[config.mk]
export PLATFORM = sky130hd
export DESIGN_NAME = dhbc_scale
export DESIGN_NICKNAME = d
export VERILOG_FILES = /design/src/rtl/core/dhbc_pkg.sv /design/src/rtl/core/dhbc_scale.sv
export SDC_FILE = /design/constraint.sdc
export NUM_CORES = 1
export LEC_CHECK = 0
export BUFFER_PORTS_ARGS = -buffer_cell sky130_fd_sc_hd__buf_4
export CORE_ASPECT_RATIO = 1.2
export CORE_MARGIN = 5
export CORE_UTILIZATION = 30
export DETAILED_ROUTE_END_ITERATION = 7
export HOLD_SLACK_MARGIN = 0.05
export PLACE_DENSITY = 0.53
export SETUP_SLACK_MARGIN = 0.15
export SLEW_MARGIN = 20
export SYNTH_ARGS = -nofsm -noshare
export SYNTH_HDL_FRONTEND = slang
export SYNTH_SLANG_ARGS = --single-unit
[constraint.sdc]
create_clock -name clk -period 7.6 [get_ports clk]
set_input_delay 0.38 -clock clk [delete_from_list [all_inputs] [get_ports clk]]
set_output_delay 0.38 -clock clk [all_outputs]
set_load 0.01 [all_outputs]
[src/rtl/core/dhbc_pkg.sv]
// Shared field widths, register indexes and reset values of the Hall boxcar conditioner.
package dhbc_pkg;

  localparam int SAMPLE_W    = 12;
  localparam int POS_W       = 13;
  localparam int DELTA_W     = 14;
  localparam int OFFSET_W    = 12;
  localparam int CFG_INDEX_W = 8;
  localparam int CFG_DATA_W  = 12;

  localparam logic [CFG_INDEX_W-1:0] REG_OFFSET_A = 8'd0;
  localparam logic [CFG_INDEX_W-1:0] REG_OFFSET_B = 8'd1;

  localparam logic [OFFSET_W-1:0] OFFSET_A_RESET = 12'd3160;
  localparam logic [OFFSET_W-1:0] OFFSET_B_RESET = 12'd3000;

endpackage

[src/rtl/core/dhbc_scale.sv]
// Mean by reciprocal multiplication, offset removal, position change and result register.
module dhbc_scale import dhbc_pkg::*; #(
  parameter int WINDOW_DEPTH = 256,
  parameter int SAMPLE_BITS  = 12,
  localparam int SumW = SAMPLE_BITS + $clog2(WINDOW_DEPTH)
) (
  input  logic                      clk,
  input  logic                      rst,
  input  logic                      en,
  input  logic                      sum_valid,
  input  logic [SumW-1:0]           sum_a,
  input  logic [SumW-1:0]           sum_b,
  input  logic [OFFSET_W-1:0]       offset_a,
  input  logic [OFFSET_W-1:0]       offset_b,
  output logic                      out_valid,
  output logic [POS_W-1:0]          position_a,
  output logic [POS_W-1:0]          position_b,
  output logic [DELTA_W-1:0]        delta_a,
  output logic [DELTA_W-1:0]        delta_b
);

  localparam int MulW  = SumW + 1;
  localparam int Shift = SumW + $clog2(WINDOW_DEPTH);
  localparam longint unsigned RecipFull =
    ((64'd1 << Shift) + 64'(WINDOW_DEPTH) - 64'd1) / 64'(WINDOW_DEPTH);
  localparam logic [MulW-1:0] Recip = RecipFull[MulW-1:0];

  logic                      prod_valid;
  logic [SumW+MulW-1:0]      prod_a;
  logic [SumW+MulW-1:0]      prod_b;
  logic [SAMPLE_BITS-1:0]    mean_a;
  logic [SAMPLE_BITS-1:0]    mean_b;
  logic [DELTA_W-1:0]        pos_a;
  logic [DELTA_W-1:0]        pos_b;
  logic [DELTA_W-1:0]        last_a;
  logic [DELTA_W-1:0]        last_b;

  assign mean_a = prod_a[Shift +: SAMPLE_BITS];
  assign mean_b = prod_b[Shift +: SAMPLE_BITS];
  assign pos_a  = DELTA_W'(offset_a) - DELTA_W'(mean_a);
  assign pos_b  = DELTA_W'(mean_b) - DELTA_W'(offset_b);

  always_ff @(posedge clk) begin
    if (en && sum_valid) begin
      prod_a <= (SumW+MulW)'(sum_a) * (SumW+MulW)'(Recip);
      prod_b <= (SumW+MulW)'(sum_b) * (SumW+MulW)'(Recip);
    end
    if (en && prod_valid) begin
      position_a <= pos_a[POS_W-1:0];
      position_b <= pos_b[POS_W-1:0];
      delta_a    <= pos_a - last_a;
      delta_b    <= pos_b - last_b;
    end
  end

  always_ff @(posedge clk) begin
    if (rst) begin
      prod_valid <= 1'b0;
      out_valid  <= 1'b0;
      last_a     <= '0;
      last_b     <= '0;
    end else if (en) begin
      prod_valid <= sum_valid;
      out_valid  <= prod_valid;
      if (prod_valid) begin
        last_a <= pos_a;
        last_b <= pos_b;
      end
    end
  end

endmodule
==> results.sh, run 1 <==
export IMPL_cts_setup_buffers=0
export IMPL_critPathSlowestCell="fa_1"
export IMPL_crit_chain="ha_1 > fa_1 > nand2b_1 > a21oi_2 > o21ai_1 > nand2_1 > xor2_1 > ha_1 > a21oi_1 > o21ai_0 > a21o_1 > a31o_2 > xor2_1"
export IMPL_crit_arrival_ns=3.65
export IMPL_grt_overflow=0
export IMPL_yosys_mux_area_fraction_pct=0.352
export IMPL_cp_slowest_stage_delay_ns=0.40
export IMPL_synth_cell_types=67
export IMPL_ys_ff_latch=106
export IMPL_synthCells=577
export IMPL_hold_violations=0
export IMPL_final_area_um2=7410
export IMPL_clockRootBuffer="clkbuf_16"
export IMPL_cts_resized=0
export IMPL_die_y_um=165
export IMPL_start_kind="flop"
export IMPL_cts_buffer_depth=2
export IMPL_startpoint="prod_a[28]$_DFFE_PP_"
export IMPL_antenna_found_initial=0
export IMPL_rrSetupSlack_ns=4.05
export IMPL_dp_cells=934
export IMPL_synth_area_um2=6040
export IMPL_via_per_inst=4.80
export IMPL_syn_to_final_growth_pct=22.6
export IMPL_final_common_cell="buf_4"
export IMPL_grt_setup_unrepaired="no"
export IMPL_synth_xor_area_share_pct=4.49
export IMPL_cp_max_fo=5
export IMPL_placed_area_um2=7130
export IMPL_grt_pass1_vias=4607
export IMPL_synthFlopType="edfxtp_1"
export IMPL_dp_final_hpwl_um=10400
export IMPL_synth_nets=699
export IMPL_place_congestion=0.855
export IMPL_slew_limit_headroom_pct=48.2
export IMPL_avgSynthCellArea_um2=10.5
export IMPL_avgRoutedWirePerCell_um=14.5
export IMPL_vdd_drop_max_uv=101
export IMPL_reg2reg_from="prod_a[28]$_DFFE_PP_"
export IMPL_grt_usage_pct=12.4
export IMPL_crit_required_ns=7.70
export IMPL_h_tree_depth=3
export IMPL_tightest_slew_ns=0.777
export IMPL_drtAntennaViolNets=0
export IMPL_async_flop_share_pct=0
export IMPL_pwr_density_cell_nw_per_um2=221
export IMPL_p_leak_nw=2.93
export IMPL_drv_slew=0
export IMPL_drcViolationCount=0
export IMPL_clock_skew_ns=0.00540
export IMPL_grt_max_degree=48
export IMPL_grt_pass1_wl_um=23100
export IMPL_setup_viol=0
export IMPL_synth_simple_area_share_pct=12.4
export IMPL_mostFrequentLayoutCells="buf_4 (109), edfxtp_1 (78), inv_1 (73)"
export IMPL_routed_via_count=4558
export IMPL_yosysSeqAreaShare_pct=48.0
export IMPL_path_clk_slew_ns=0.07
export IMPL_min_period_ns=3.55
export IMPL_hold_path_class="primary input to flop"
export IMPL_n_antenna_cell=0
export IMPL_core_um2=19700
export IMPL_hold_path_startpoint="sum_a[10]"
export IMPL_synth_top_family_by_area="compound AO/OA/AOI/OAI gates"
export IMPL_ios=123
export IMPL_synth_yosys_warnings=0
export IMPL_cts_tree="built"
export IMPL_start_util_pct=30.7
export IMPL_clock_latency_ns=0.35
export IMPL_fin_hold_ws_ns=0.204
export IMPL_cap_violations=0
export IMPL_cts_sinks=106
export IMPL_die_area_um2=23100
export IMPL_timing_final_crit_share_pct=46.8
export IMPL_drive_above_1_share_pct=20.6
export IMPL_outcome="finished, final reports clean"
export IMPL_fillCellCount=1942
export IMPL_fin_nets=806
export IMPL_fin_tns_setup_ns=0
export IMPL_layout_cells_non_filler=950
export IMPL_dieWidth_um=140
export IMPL_clock_fmax_mhz=281
export IMPL_synth_edf_count=78
export IMPL_firstDrtPassIters=5
export IMPL_critPathCaptureType="flop"
export IMPL_io_buffers=106
export IMPL_synth_compound_area_share_pct=17.4
export IMPL_drt_initial_drc_count=361
export IMPL_row_count=56
export IMPL_critical_path_class="flop to flop"
export IMPL_synth_fa_ha_area_share_pct=11.7
export IMPL_seqCellArea_um2=2900
export IMPL_cts_buffers=9
export IMPL_cts_hold_repair_buffers=0
export IMPL_multiInputGateArea_um2=2800
export IMPL_wirelength_um=13800
-- per-layer routing --
metal | global-route usage (%) | share of wire (%) | vias to the layer above
met5 | 0 | 0 | -
met4 | 4.32 | 1.8 | 0
met3 | 2.68 | 4.7 | 13
met2 | 19.4 | 45 | 114
met1 | 17.0 | 48 | 2122
li1 | - | - | 2309
-- worst paths after layout --
| check | cells past startpoint | to |
|---|---|---|
| setup / recovery | 13 | delta_a[11]$_DFFE_PP_ |
| hold / removal | 1 | prod_a[30]$_DFFE_PP_ |
| setup reg to reg | 13 | delta_a[11]$_DFFE_PP_ |
| hold reg to reg | 2 | last_b[2]$_SDFFE_PP0P_ |
-- cells by family after synthesis --
logic type / Yosys count
compound gates: 144
xor+xnor: 31
flops: 106
mux: 2
fa+ha+maj: 54
buf+inv: 88
simple gates: 152
-- through the flow --
step	power [mW]	worst slack, ns	util, %
finish	1.63	4.05	37.6
global placement	1.19	3.97	36.2
detailed placement	1.20	3.94	36.2
floorplan	1.07	4.40	-
global route	1.74	3.73	37.6
CTS	1.65	4.05	37.6
-- report_power, final --
| part | internal (mW) | switching (mW) | total, mW |
|---|---|---|---|
| sequential | 0.681 | 0.00964 | 0.690 |
| clock | 0.239 | 0.204 | 0.443 |
| combinational | 0.212 | 0.290 | 0.501 |
-- flip-flops by register name, indices dropped and copies added, names as in the netlist --
register and flops:
position_b 13, delta_a 14, prod_a 12, last_a 13
prod_b 12, out_valid 1, position_a 13, delta_b 14
prod_valid 1, last_b 13
-- Yosys cell counts (2+ instances only) --
library cell / instances / area (µm²)
a31oi_2: 2 / 25.0
o211ai_2: 3 / 37.5
a21oi_2: 2 / 17.5
nor3_1: 14 / 70.1
a21oi_1: 38 / 190
nand3b_1: 7 / 52.6
buf_2: 5 / 25.0
nand2_1: 35 / 131
a21o_1: 14 / 105
inv_1: 74 / 278
a211o_1: 2 / 17.5
and3_1: 3 / 18.8
fa_1: 4 / 80.1
a311o_1: 6 / 60.1
or3_1: 8 / 50.1
nand4_1: 2 / 12.5
a32oi_1: 2 / 17.5
xnor2_1: 22 / 193
a211oi_1: 7 / 52.6
o31ai_1: 2 / 15.0
a21boi_0: 5 / 37.5
nor2b_1: 9 / 56.3
nand2b_1: 6 / 37.5
and2_1: 2 / 12.5
o21a_1: 9 / 67.6
o21ai_0: 14 / 70.1
ha_1: 50 / 626
o211ai_1: 8 / 60.1
o21ai_1: 2 / 10.0
dfxtp_1: 28 / 561
nand3_1: 27 / 135
nor2_1: 32 / 120
a2111oi_2: 2 / 30.0
clkbuf_1: 7 / 26.3
o21bai_1: 4 / 30.0
edfxtp_1: 78 / 2340
xor2_1: 9 / 78.8
a31oi_1: 4 / 25.0
-- cell type report --
type | instances | share of cell area, %
clock buffer | 13 | 3.51
clock inverter | 3 | 0.203
inverter | 75 | 3.80
multi-input combinational | 383 | 37.8
sequential | 106 | 39.2
tap | 261 | 4.41
timing repair buffer | 109 | 11.0
-- worst max-delay path: cells and delay by family (launching register included) --
| kind | cells | cell delay (ns) |
|---|---|---|
| simple gates | 2 | 0.32 |
| flops | 1 | 0.37 |
| fa+ha+maj | 3 | 0.95 |
| xor+xnor | 2 | 0.34 |
| compound gates | 6 | 1.32 |
Note: power is estimated with default switching activity, not from simulation.
==> run 2: changes to the inputs <==
- PLACE_DENSITY: 0.53 -> 0.55
- clock period: 7.6 -> 2.85 ns (I/O delays scaled with it)
==> run 2 against run 1 <==
Against the previous run: the flow now finishes with violations (setup timing); critical path depth did not move; core utilization up 11 points; first-iteration DRC count shrank 5.0%; clock skew is 0.0080 ns higher; cell area rose by 30%; sequential power rose to 2.7 times the previous value; highest routed layer unchanged; cell count increased by 17%.
==> results.sh, run 2 (synthesized netlist as in run 1, its figures left out) <==
export IMPL_intPower_mw=3.74
export IMPL_reg_top3="delta_a (14), delta_b (14)"
export IMPL_dp_final_hpwl_um=11900
export IMPL_wirelength_um=17000
export IMPL_worst_path_buf_inv=0
export IMPL_clock_latency_ns=0.35
export IMPL_clockRootBuffer="clkbuf_16"
export IMPL_cts_buffers=9
export IMPL_clock_skew_ns=0.0134
export IMPL_io_buffers=106
export IMPL_start_util_pct=30.7
export IMPL_cts_sinks=106
export IMPL_avgRoutedWirePerCell_um=15.4
export IMPL_drcViolationCount=0
export IMPL_tightest_slew_ns=0.675
export IMPL_clock_fmax_mhz=322
export IMPL_critical_path_class="flop to flop"
export IMPL_p_clk_share_pct=21.3
export IMPL_n_antenna_cell=0
export IMPL_h_tree_depth=3
export IMPL_syn_to_final_growth_pct=59.3
export IMPL_antenna_found_initial=0
export IMPL_vdd_drop_max_uv=279
export IMPL_outcome="finished with violations"
export IMPL_ios=123
export IMPL_slew_limit_headroom_pct=54.9
export IMPL_cap_violations=0
export IMPL_hold_path_class="primary input to flop"
export IMPL_pwr_density_cell_nw_per_um2=577
export IMPL_timing_final_crit_share_pct=109
export IMPL_mostFrequentLayoutCells="buf_4 (230), edfxtp_1 (78), inv_1 (70)"
export IMPL_grt_setup_unrepaired="yes"
export IMPL_grt_pass1_wl_um=26600
export IMPL_drv_slew=0
export IMPL_die_area_um2=23100
export IMPL_dieWidth_um=140
export IMPL_firstDrtPassIters=5
export IMPL_grt_usage_pct=14.2
export IMPL_via_per_inst=4.79
export IMPL_pre_cts_ws_ns=-0.276
export IMPL_routed_via_count=5306
export IMPL_violations="setup timing"
export IMPL_row_count=56
export IMPL_grt_pass1_vias=5469
export IMPL_hold_violations=0
export IMPL_final_common_cell="buf_4"
export IMPL_place_congestion=0.889
export IMPL_fin_nets=964
export IMPL_grt_max_degree=35
export IMPL_cp_max_fo=3
export IMPL_p_sw_share_pct=32.7
export IMPL_drtAntennaViolNets=0
export IMPL_drive_above_1_share_pct=46.3
export IMPL_critPathCaptureType="flop"
export IMPL_rrSetupSlack_ns=-0.26
export IMPL_critPathSlowestCell="edfxtp_1"
export IMPL_fin_hold_ws_ns=0.125
export IMPL_crit_required_ns=2.94
export IMPL_p_leak_nw=3.92
export IMPL_path_clk_slew_ns=0.07
export IMPL_crit_arrival_ns=3.20
export IMPL_power_mw=5.55
export IMPL_cp_slowest_stage_delay_ns=0.37
export IMPL_drt_initial_drc_count=343
export IMPL_crit_family="compound AO/OA/AOI/OAI gates"
export IMPL_core_um2=19700
export IMPL_comb_power_share_pct=45.6
export IMPL_min_period_ns=3.11
export IMPL_power_net_switching_mw=1.82
export IMPL_setup_viol=12
export IMPL_start_kind="flop"
export IMPL_setup_ws_ns=-0.256
export IMPL_cts_tree="built"
export IMPL_crit_chain="ha_2 > fa_2 > nand2b_4 > a21oi_4 > nor2_4 > o31ai_4 > xnor2_2 > ha_1 > a21oi_2 > o21ai_2 > a21o_1 > a31o_4 > xor2_1"
export IMPL_grt_overflow=0
export IMPL_die_y_um=165
export IMPL_cts_buffer_depth=2
export IMPL_seq_power_share_pct=33.2
-- run 2: changes by cell type in the layout (fill, tap and decap cells not counted), sizes merged --
cell         delta
dlygate4sd3    +24
inv             +1
clkbuf          -3
clkinv          +2
buf           +134
-- run 2: cell type report --
| type | instances | area [µm²] |
|---|---|---|
| well taps | 261 | 327 |
| clock buffers | 10 | 229 |
| multi-input cells | 383 | 3720 |
| clock inverters | 6 | 42.5 |
| inverters | 75 | 284 |
| flip-flops and latches | 106 | 2900 |
| fillers | 1771 | 10100 |
| repair buffers | 267 | 2120 |
-- run 2: per-layer routing --
layer	vias up	track usage (%)	part of all wire, %
li1	2618	-	-
met1	2500	18.0	43
met2	148	24.0	50
met3	40	2.42	4.3
met4	0	6.34	2.9
met5	-	0	0
-- run 2: power groups by stage --
stage / clock network [mW] / registers [mW] / logic, mW
3_3_place_gp: 0 / 1.87 / 1.72
3_5_place_dp: 0 / 1.88 / 1.76
2_1_floorplan: 0 / 1.89 / 0.990
5_1_grt: 1.29 / 1.85 / 2.73
4_1_cts: 1.22 / 1.84 / 2.18
6_report: 1.18 / 1.84 / 2.53
-- run 2: repair_timing --
action                                 CTS  global route
resized for setup                       91            72
buffers inserted                        20            12
setup endpoints to repair               17            18
endpoints found under the hold margin   24             0
pin swaps                               56            55
hold buffers                            24             0
-- run 2: worst min-delay path: cells and delay by family --
family	cells	cell delay, ns
simple gates	1	0.04
compound gates	1	0.12
buf+inv	2	0.13
-- run 2: path summary, 6_finish.rpt --
kind | startpoint | cells past startpoint | to
setup / recovery | prod_a[28]$_DFFE_PP_ | 13 | delta_a[11]$_DFFE_PP_
hold reg to reg | last_a[5]$_SDFFE_PP0P_ | 2 | last_a[5]$_SDFFE_PP0P_
setup reg to reg | prod_a[28]$_DFFE_PP_ | 13 | delta_a[11]$_DFFE_PP_
hold / removal | en | 4 | out_valid$_SDFFE_PP0P_
-- run 2: stage by stage --
stage / setup TNS (ns) / cell area (µm²) / utilization, % / cells
6_report: -1.54 / 9630 / 48.9 / 1108
5_1_grt: -2.97 / 9630 / 48.9 / 1108
4_1_cts: -0.767 / 9170 / 46.6 / 1096
3_5_place_dp: -2.59 / 7990 / 40.6 / 1036
3_3_place_gp: -2.16 / 7990 / 40.6 / 1036
2_1_floorplan: -0.0797 / 6140 / - / 577
